### src/rtl/xorshift64_rng_splitmix_seeded_core_assert.svh
// Assertion macros used by the generator sequencer.
// Each macro checks one implication on the rising clock edge, with reset masking the check.
`ifndef XORSHIFT64_RNG_SPLITMIX_SEEDED_CORE_ASSERT_SVH
`define XORSHIFT64_RNG_SPLITMIX_SEEDED_CORE_ASSERT_SVH

`ifndef SYNTHESIS

// Same-cycle implication.
`define XRS_ASSERT_IMP(label, clk, rst_n, ante, cons) \
    label: assert property (@(posedge clk) disable iff (!(rst_n)) (ante) |-> (cons)) \
        else $error("xrs assertion failed");

// Next-cycle implication.
`define XRS_ASSERT_NEXT(label, clk, rst_n, ante, cons) \
    label: assert property (@(posedge clk) disable iff (!(rst_n)) (ante) |=> (cons)) \
        else $error("xrs assertion failed");

`else

`define XRS_ASSERT_IMP(label, clk, rst_n, ante, cons)
`define XRS_ASSERT_NEXT(label, clk, rst_n, ante, cons)

`endif

`endif

### src/rtl/xrs_pkg.sv
package xrs_pkg;

    localparam logic [63:0] GOLDEN_GAMMA = 64'h9E37_79B9_7F4A_7C15;
    localparam logic [63:0] MIX_MUL_A    = 64'hBF58_476D_1CE4_E5B9;
    localparam logic [63:0] MIX_MUL_B    = 64'h94D0_49BB_1331_11EB;

    localparam int MIX_SHIFT_1 = 30;
    localparam int MIX_SHIFT_2 = 27;
    localparam int MIX_SHIFT_3 = 31;
    localparam int XS_SHIFT_A  = 13;
    localparam int XS_SHIFT_B  = 7;
    localparam int XS_SHIFT_C  = 17;

    localparam logic FUNC_SEED = 1'b0;
    localparam logic FUNC_NEXT = 1'b1;

    typedef enum logic [2:0] {
        S_IDLE,
        S_MUL_LL,
        S_MUL_HL,
        S_MUL_LH,
        S_MIX2,
        S_FINISH
    } t_ctrl_state;

    typedef enum logic [2:0] {
        OP_NONE,
        OP_ADVANCE,
        OP_SEED_ADD,
        OP_MUL_LL,
        OP_MUL_HL,
        OP_MUL_LH,
        OP_MIX2,
        OP_FINISH
    } t_dp_op;

    // sel_b picks the second mixing multiplier constant.
    typedef struct packed {
        t_dp_op op;
        logic   sel_b;
    } t_dp_cmd;

endpackage

### src/rtl/xrs_datapath.sv
module xrs_datapath (
    input  logic             i_clk,
    input  logic             i_rst_n,
    input  xrs_pkg::t_dp_cmd i_cmd,
    input  logic [63:0]      i_seed_value,
    output logic [63:0]      o_random_word
);
    import xrs_pkg::*;

    logic [63:0] r_state;
    logic [63:0] n_state;
    logic [63:0] r_out;
    logic [63:0] n_out;
    logic [63:0] r_z;
    logic [63:0] n_z;
    logic [63:0] r_acc;
    logic [63:0] n_acc;

    logic [63:0] w_const;
    logic [31:0] w_mul_a;
    logic [31:0] w_mul_b;
    logic [63:0] w_prod;
    logic [63:0] w_sum;
    logic [63:0] w_x1;
    logic [63:0] w_x2;
    logic [63:0] w_adv;
    logic [63:0] w_fin;

    assign w_const = i_cmd.sel_b ? MIX_MUL_B : MIX_MUL_A;
    assign w_sum   = i_seed_value + GOLDEN_GAMMA;

    // One xorshift64 step on the stored state.
    assign w_x1  = r_state ^ (r_state << XS_SHIFT_A);
    assign w_x2  = w_x1 ^ (w_x1 >> XS_SHIFT_B);
    assign w_adv = w_x2 ^ (w_x2 << XS_SHIFT_C);

    assign w_fin = r_acc ^ (r_acc >> MIX_SHIFT_3);

    // The 64-bit product modulo 2^64 is built from three 32x32 partial products.
    always_comb begin
        case (i_cmd.op)
            OP_MUL_HL: begin
                w_mul_a = r_z[63:32];
                w_mul_b = w_const[31:0];
            end
            OP_MUL_LH: begin
                w_mul_a = r_z[31:0];
                w_mul_b = w_const[63:32];
            end
            default: begin
                w_mul_a = r_z[31:0];
                w_mul_b = w_const[31:0];
            end
        endcase
    end

    assign w_prod = {32'd0, w_mul_a} * {32'd0, w_mul_b};

    always_comb begin
        n_state = r_state;
        n_out   = r_out;
        n_z     = r_z;
        n_acc   = r_acc;
        case (i_cmd.op)
            OP_ADVANCE: begin
                n_state = w_adv;
                n_out   = w_adv;
            end
            OP_SEED_ADD: begin
                n_z = w_sum ^ (w_sum >> MIX_SHIFT_1);
            end
            OP_MUL_LL: begin
                n_acc = w_prod;
            end
            OP_MUL_HL, OP_MUL_LH: begin
                n_acc = r_acc + {w_prod[31:0], 32'd0};
            end
            OP_MIX2: begin
                n_z = r_acc ^ (r_acc >> MIX_SHIFT_2);
            end
            OP_FINISH: begin
                n_state = w_fin;
                n_out   = w_fin;
            end
            default: begin
            end
        endcase
    end

    always_ff @(posedge i_clk) begin
        if (!i_rst_n) begin
            r_state <= '0;
        end else begin
            r_state <= n_state;
        end
    end

    always_ff @(posedge i_clk) begin
        r_out <= n_out;
        r_z   <= n_z;
        r_acc <= n_acc;
    end

    assign o_random_word = r_out;

endmodule

### src/rtl/xrs_ctrl.sv
`include "xorshift64_rng_splitmix_seeded_core_assert.svh"

module xrs_ctrl (
    input  logic              i_clk,
    input  logic              i_rst_n,
    input  logic              i_in_valid,
    input  logic              i_func,
    output logic              o_in_stall,
    output logic              o_out_valid,
    input  logic              i_out_stall,
    output xrs_pkg::t_dp_cmd  o_cmd
);
    import xrs_pkg::*;

    t_ctrl_state r_state;
    t_ctrl_state n_state;
    logic        r_pass;
    logic        n_pass;
    logic        r_out_valid;
    logic        n_out_valid;
    logic        w_slot_free;
    logic        w_accept;
    logic        w_out_load;

    assign w_slot_free = !r_out_valid || !i_out_stall;

    always_comb begin
        n_state    = r_state;
        n_pass     = r_pass;
        o_in_stall = 1'b1;
        w_accept   = 1'b0;
        w_out_load = 1'b0;
        o_cmd.op    = OP_NONE;
        o_cmd.sel_b = r_pass;
        case (r_state)
            S_IDLE: begin
                // A seed request may start while a result still waits, since it
                // only needs the output slot at its last step.
                o_in_stall = (i_func == FUNC_NEXT) ? !w_slot_free : 1'b0;
                w_accept   = i_in_valid && !o_in_stall;
                if (w_accept) begin
                    if (i_func == FUNC_NEXT) begin
                        o_cmd.op   = OP_ADVANCE;
                        w_out_load = 1'b1;
                    end else begin
                        o_cmd.op = OP_SEED_ADD;
                        n_pass   = 1'b0;
                        n_state  = S_MUL_LL;
                    end
                end
            end
            S_MUL_LL: begin
                o_cmd.op = OP_MUL_LL;
                n_state  = S_MUL_HL;
            end
            S_MUL_HL: begin
                o_cmd.op = OP_MUL_HL;
                n_state  = S_MUL_LH;
            end
            S_MUL_LH: begin
                o_cmd.op = OP_MUL_LH;
                n_state  = r_pass ? S_FINISH : S_MIX2;
            end
            S_MIX2: begin
                o_cmd.op = OP_MIX2;
                n_pass   = 1'b1;
                n_state  = S_MUL_LL;
            end
            S_FINISH: begin
                if (w_slot_free) begin
                    o_cmd.op   = OP_FINISH;
                    w_out_load = 1'b1;
                    n_state    = S_IDLE;
                end
            end
            default: begin
                n_state = S_IDLE;
            end
        endcase
    end

    assign n_out_valid = w_out_load || (r_out_valid && i_out_stall);

    always_ff @(posedge i_clk) begin
        if (!i_rst_n) begin
            r_state     <= S_IDLE;
            r_pass      <= 1'b0;
            r_out_valid <= 1'b0;
        end else begin
            r_state     <= n_state;
            r_pass      <= n_pass;
            r_out_valid <= n_out_valid;
        end
    end

    assign o_out_valid = r_out_valid;

    `XRS_ASSERT_IMP(a_busy_stalls, i_clk, i_rst_n, r_state != S_IDLE, o_in_stall)
    `XRS_ASSERT_NEXT(a_next_gives_result, i_clk, i_rst_n, w_accept && i_func == FUNC_NEXT, r_out_valid)
    `XRS_ASSERT_NEXT(a_seed_starts_mul, i_clk, i_rst_n, w_accept && i_func == FUNC_SEED, r_state == S_MUL_LL && !r_pass)
    `XRS_ASSERT_NEXT(a_first_pass_mixes, i_clk, i_rst_n, r_state == S_MUL_LH && !r_pass, r_state == S_MIX2)
    `XRS_ASSERT_NEXT(a_finish_waits, i_clk, i_rst_n, r_state == S_FINISH && !w_slot_free, r_state == S_FINISH && r_out_valid)

endmodule

### src/rtl/xorshift64_rng_splitmix_seeded_core.sv
// xorshift64 random word generator with splitmix64 seeding.
// Input channel: i_in_valid / o_in_stall carry a request of i_func and
// i_seed_value. i_func = 0 seeds the generator, i_func = 1 asks for the next word.
// Output channel: o_out_valid / i_out_stall carry o_random_word, the new state.
// Every request gives exactly one result, in request order.
// For a next request, the xorshift step is computed from the state
// register and lands in the output register at the accepting edge. Back-to-back
// next requests run at one per cycle while the receiver takes results.
// A seed request stalls the input from its acceptance until its final step
// writes the output register. The two splitmix multiplies by 64-bit constants
// each take three passes through one shared 32x32 multiplier, plus one add
// step, one mix step and one final step that writes the output register.
// The output register holds one result. When it is full and stalled, next
// requests are stalled; a seed request is still taken and waits at its last
// step until the slot frees. A stalled result holds its value.
// Synchronous active-low reset clears the state to zero, so next requests
// before any seed return zero, and empties the output register.
module xorshift64_rng_splitmix_seeded_core (
    input  logic        i_clk,
    input  logic        i_rst_n,
    input  logic        i_in_valid,
    output logic        o_in_stall,
    input  logic        i_func,
    input  logic [63:0] i_seed_value,
    output logic        o_out_valid,
    input  logic        i_out_stall,
    output logic [63:0] o_random_word
);
    import xrs_pkg::*;

    // Command word from the sequencer to the arithmetic datapath.
    t_dp_cmd w_cmd;

    xrs_ctrl u_ctrl (
        .i_clk       (i_clk),
        .i_rst_n     (i_rst_n),
        .i_in_valid  (i_in_valid),
        .i_func      (i_func),
        .o_in_stall  (o_in_stall),
        .o_out_valid (o_out_valid),
        .i_out_stall (i_out_stall),
        .o_cmd       (w_cmd)
    );

    xrs_datapath u_datapath (
        .i_clk         (i_clk),
        .i_rst_n       (i_rst_n),
        .i_cmd         (w_cmd),
        .i_seed_value  (i_seed_value),
        .o_random_word (o_random_word)
    );

endmodule

### config.mk
export PLATFORM = sky130hd
export DESIGN_NAME = xorshift64_rng_splitmix_seeded_core
export DESIGN_NICKNAME = d
export VERILOG_FILES = /design/src/rtl/xrs_pkg.sv /design/src/rtl/xrs_datapath.sv /design/src/rtl/xrs_ctrl.sv /design/src/rtl/xorshift64_rng_splitmix_seeded_core.sv
export VERILOG_INCLUDE_DIRS = /design/src /design/src/rtl
export SDC_FILE = /design/constraint.sdc
export NUM_CORES = 2
export LEC_CHECK = 0
export BUFFER_PORTS_ARGS = -buffer_cell sky130_fd_sc_hd__buf_4
export CAP_MARGIN = 15
export CELL_PAD_IN_SITES_DETAIL_PLACEMENT = 1
export CELL_PAD_IN_SITES_GLOBAL_PLACEMENT = 2
export CORE_MARGIN = 4
export CORE_UTILIZATION = 36
export CTS_BUF_LIST = sky130_fd_sc_hd__clkbuf_8
export CTS_CLUSTER_DIAMETER = 60
export DETAILED_ROUTE_END_ITERATION = 8
export PLACE_DENSITY = 0.72
export SLEW_MARGIN = 20
export SYNTH_ARGS = -nofsm -noshare
export SYNTH_HDL_FRONTEND = slang
export SYNTH_SLANG_ARGS = --single-unit
export TNS_END_PERCENT = 1
### constraint.sdc
create_clock -name i_clk -period 14.57 [get_ports i_clk]
set_input_delay 0.7285 -clock i_clk [delete_from_list [all_inputs] [get_ports i_clk]]
set_output_delay 0.7285 -clock i_clk [all_outputs]
set_load 0.01 [all_outputs]
==> summary.md <==
| Metric | Value |
|---|---|
| Status | finished clean |
| All-Layer GR Usage | 0.265 |
| CP max stage cell | a2111oi_1 |
| Post-route ant nets | 0 |
| Via count | about 33k |
| Reg2reg start | u_ctrl.r_state[1] |
| CTS Buffer Depth | 3 |
| Async set-reset flop share out of synthesis | 0 |
| Mean Syn Cell Area | 9.68 um2 |
| Number of global-route vias before repair | around 36k |
| H-Tree Depth | 2 |
| Worst hold path type | flop to flop |
| Skew-Pair Late Insertion Delay | approximately 630 ps |
| Crit path DAT | 11840 ps |
| Setup TNS | 0 ps |
| #FFs+latches synth | approximately 260 |
| Most frequent CP cell | fa_1 |
| Clk sinks | 261 |
| Synth Cell Area | about 0.045 mm2 |
| Post-CTS Hold Buffers | 0 |
| Fmax | 87.1 MHz |
| Initial Utilization | 0.364 |
| Post-DP HPWL | around 150 mm |
| Hold_sp | u_datapath.r_state[56] |
| Number of port buffers | roughly 130 |
| Synth warn | 0 |
| Final worst path period share | 0.788 |
| Finished Core Util | 0.394 |
| Die width | 363 um |
| Primary FF master, synth | edfxtp_1 |
| Global-route wire length before repair | approximately 250 mm |
| Die ar. | between 0.1 and 0.15 mm2 |
| Largest stage delay on the critical path | about 900 ps |
| WP data required | between 10000 and 15000 ps |
| Register area share after synthesis | 0.158 |
| Slew HR | 0.344 |
| 1st-iter DRT viols | 2639 |
| Final count of hold timing violations | 0 |
| Die height | ~360 um |
| Global route total overflow | 0 |
| R2r setup slk | 3090 ps |
| R2r endpoint | u_datapath.r_acc[61] |
| Worst setup margin | 3090 ps |
| Unrepaired setup endpoints after global routing | no |
| Final setup fails | 0 |
| Std-Cell Rows | around 130 |
| Critical path fanouts, max | 33 |
| TritonRoute pass-1 iters | 5 |
| Pre-CTS WS | ~2900 ps |
| Pin count of the biggest net entering global routing | 97 |
| Syn-to-layout area delta | 8.29% |
| Post-CTS setup buffers | 0 |
| Slew Viols, Final | 0 |
| WHS Endpoint | u_datapath.r_state[56] |
| Worst hold path depth | 2 |
| Initial antenna violation count | 9 |
| Clock slew at reported path FFs | approximately 70 ps |
| Hold Worst Slack | 476 ps |
| Distinct cell type count after synthesis | 79 |
| # nets final | approximately 6.0k |
| Syn Nets | around 5.9k |
| Worst setup SP type | flop |
| Post-Synthesis Cells | about 4.7k |
| WL final | 174 mm |
| WL per Instance | between 20 and 30 um |
| Worst Tran Pin Value | roughly 960 ps |
| N_diodes | 0 |
| Crit Path Category | flop to flop |
| Core footprint | about 0.12 mm2 |
| I/O Pins | approximately 140 |
| CTS tree | done |
| Vias/cell | around 5.2 |
| Minimum clock period | about 11000 ps |
| CP endpoint kind | flop |
| Number of synthesized flops with an enable pin | roughly 190 |
| Post-route DRC violation count | 0 |
| Post-Route Skew | slightly below 70 ps |
| Resize count post-CTS | 0 |
| CTS root buffer | clkbuf_8 |
| Num CTS Buffers | 42 |
| Share of cells above drive strength 1 | 0.0749 |
| # Max-Cap Violations | 0 |
| Final GP Congestion | around 0.97 |
| R2R cell count | 35 |
synthesized netlist by cell type (24+ instances only):
cell type,instances,area share
nand2_1,318,0.026
clkbuf_1,161,0.013
nand3_1,44,0.0049
nor3_1,24,0.0027
nand2b_1,52,0.0072
xnor2_1,254,0.049
a21oi_1,214,0.024
fa_1,823,0.36
a21o_1,51,0.0084
xor2_1,177,0.034
and2_1,75,0.010
a21boi_0,58,0.0096
nor2_1,378,0.031
o21ai_0,111,0.012
inv_1,906,0.075
mux2i_1,29,0.0064
ha_1,372,0.10
or2_2,43,0.0059
nor2b_1,76,0.010
edfxtp_1,192,0.13
dfxtp_1,69,0.030
cell type report:
cell class	instances	area (um2)
fill	14117	75400
multi-input combinational	3337	34200
sequential	261	7150
inverter	911	3420
tap	1637	2050
timing repair buffer	181	1380
clock buffer	47	647
clock inverter	30	243
how the worst max path moves through the flow:
stage,from,cells past startpoint,slack (ps),to
floorplan,u_ctrl.r_state[1],39,4800,u_datapath.r_acc[63]
global placement,u_ctrl.r_state[1],35,3060,u_datapath.r_acc[61]
detailed placement,u_ctrl.r_state[1],35,2900,u_datapath.r_acc[61]
CTS,u_ctrl.r_state[1],35,2860,u_datapath.r_acc[61]
global route,u_ctrl.r_state[1],35,2470,u_datapath.r_acc[61]
finish,u_ctrl.r_state[1],35,3090,u_datapath.r_acc[61]
stage by stage:
step                      instance area [um2]  std cells
after floorplan                         45300       4684
after global placement                  48200       6326
after detailed placement                48200       6326
after CTS                               49100       6403
after global routing                    49100       6404
final                                   49100       6404
metal layers:
layer,up-vias,global-route usage,share of wire
met4,6,0.0579,0.026
met5,-,0,0.00024
met2,992,0.429,0.46
li1,14678,-,-
met3,178,0.0341,0.060
met1,17480,0.381,0.45
cells by family after synthesis:
family,share of synthesized area
AOI/OAI and AO/OA,0.0799
xor gates and xnor gates,0.0853
adders and majority gates,0.466
buffers and inverters,0.0902
DFF,0.158
muxes,0.0104
and+or+nand+nor,0.110
sequential cells by signal, summed over array words and instances (netlist names):
name and cells:
u_datapath.o_random_word 64, u_datapath.r_acc 64, u_datapath.r_state 64, u_datapath.r_z 64, u_ctrl.r_state 3, u_ctrl.o_out_valid 1, u_ctrl.r_pass 1
worst max-delay path: cells and delay by family, from the launching register on:
kind / cells / cell delay (ps)
adders and majority gates: 11 / 5160
AOI/OAI and AO/OA: 9 / 2730
and+or+nand+nor: 6 / 1300
buffers and inverters: 7 / 1070
DFF: 1 / 500
xor gates and xnor gates: 2 / 390
cell usage in the layout, fill, tap and decap left out, types with 22 or more instances in the layout:
| cell type | count |
|---|---|
| nand4_1 | 22 |
| o21ai_0 | 110 |
| nor3_1 | 24 |
| ha_1 | 367 |
| inv_1 | 914 |
| clkbuf_8 | 47 |
| nor2b_1 | 75 |
| a21o_1 | 51 |
| a21boi_0 | 58 |
| fa_1 | 823 |
| nand2b_1 | 51 |
| xnor2_1 | 254 |
| and2_1 | 75 |
| or2_2 | 43 |
| nand3_1 | 43 |
| nor2_1 | 376 |
| xor2_1 | 177 |
| nand2_1 | 316 |
| edfxtp_1 | 192 |
| dfxtp_1 | 69 |
| a21oi_1 | 214 |
| buf_4 | 180 |
Power is left out: the tool's default activity adds up to more than one toggle a clock period on the data nets, which glitch-free logic cannot reach.
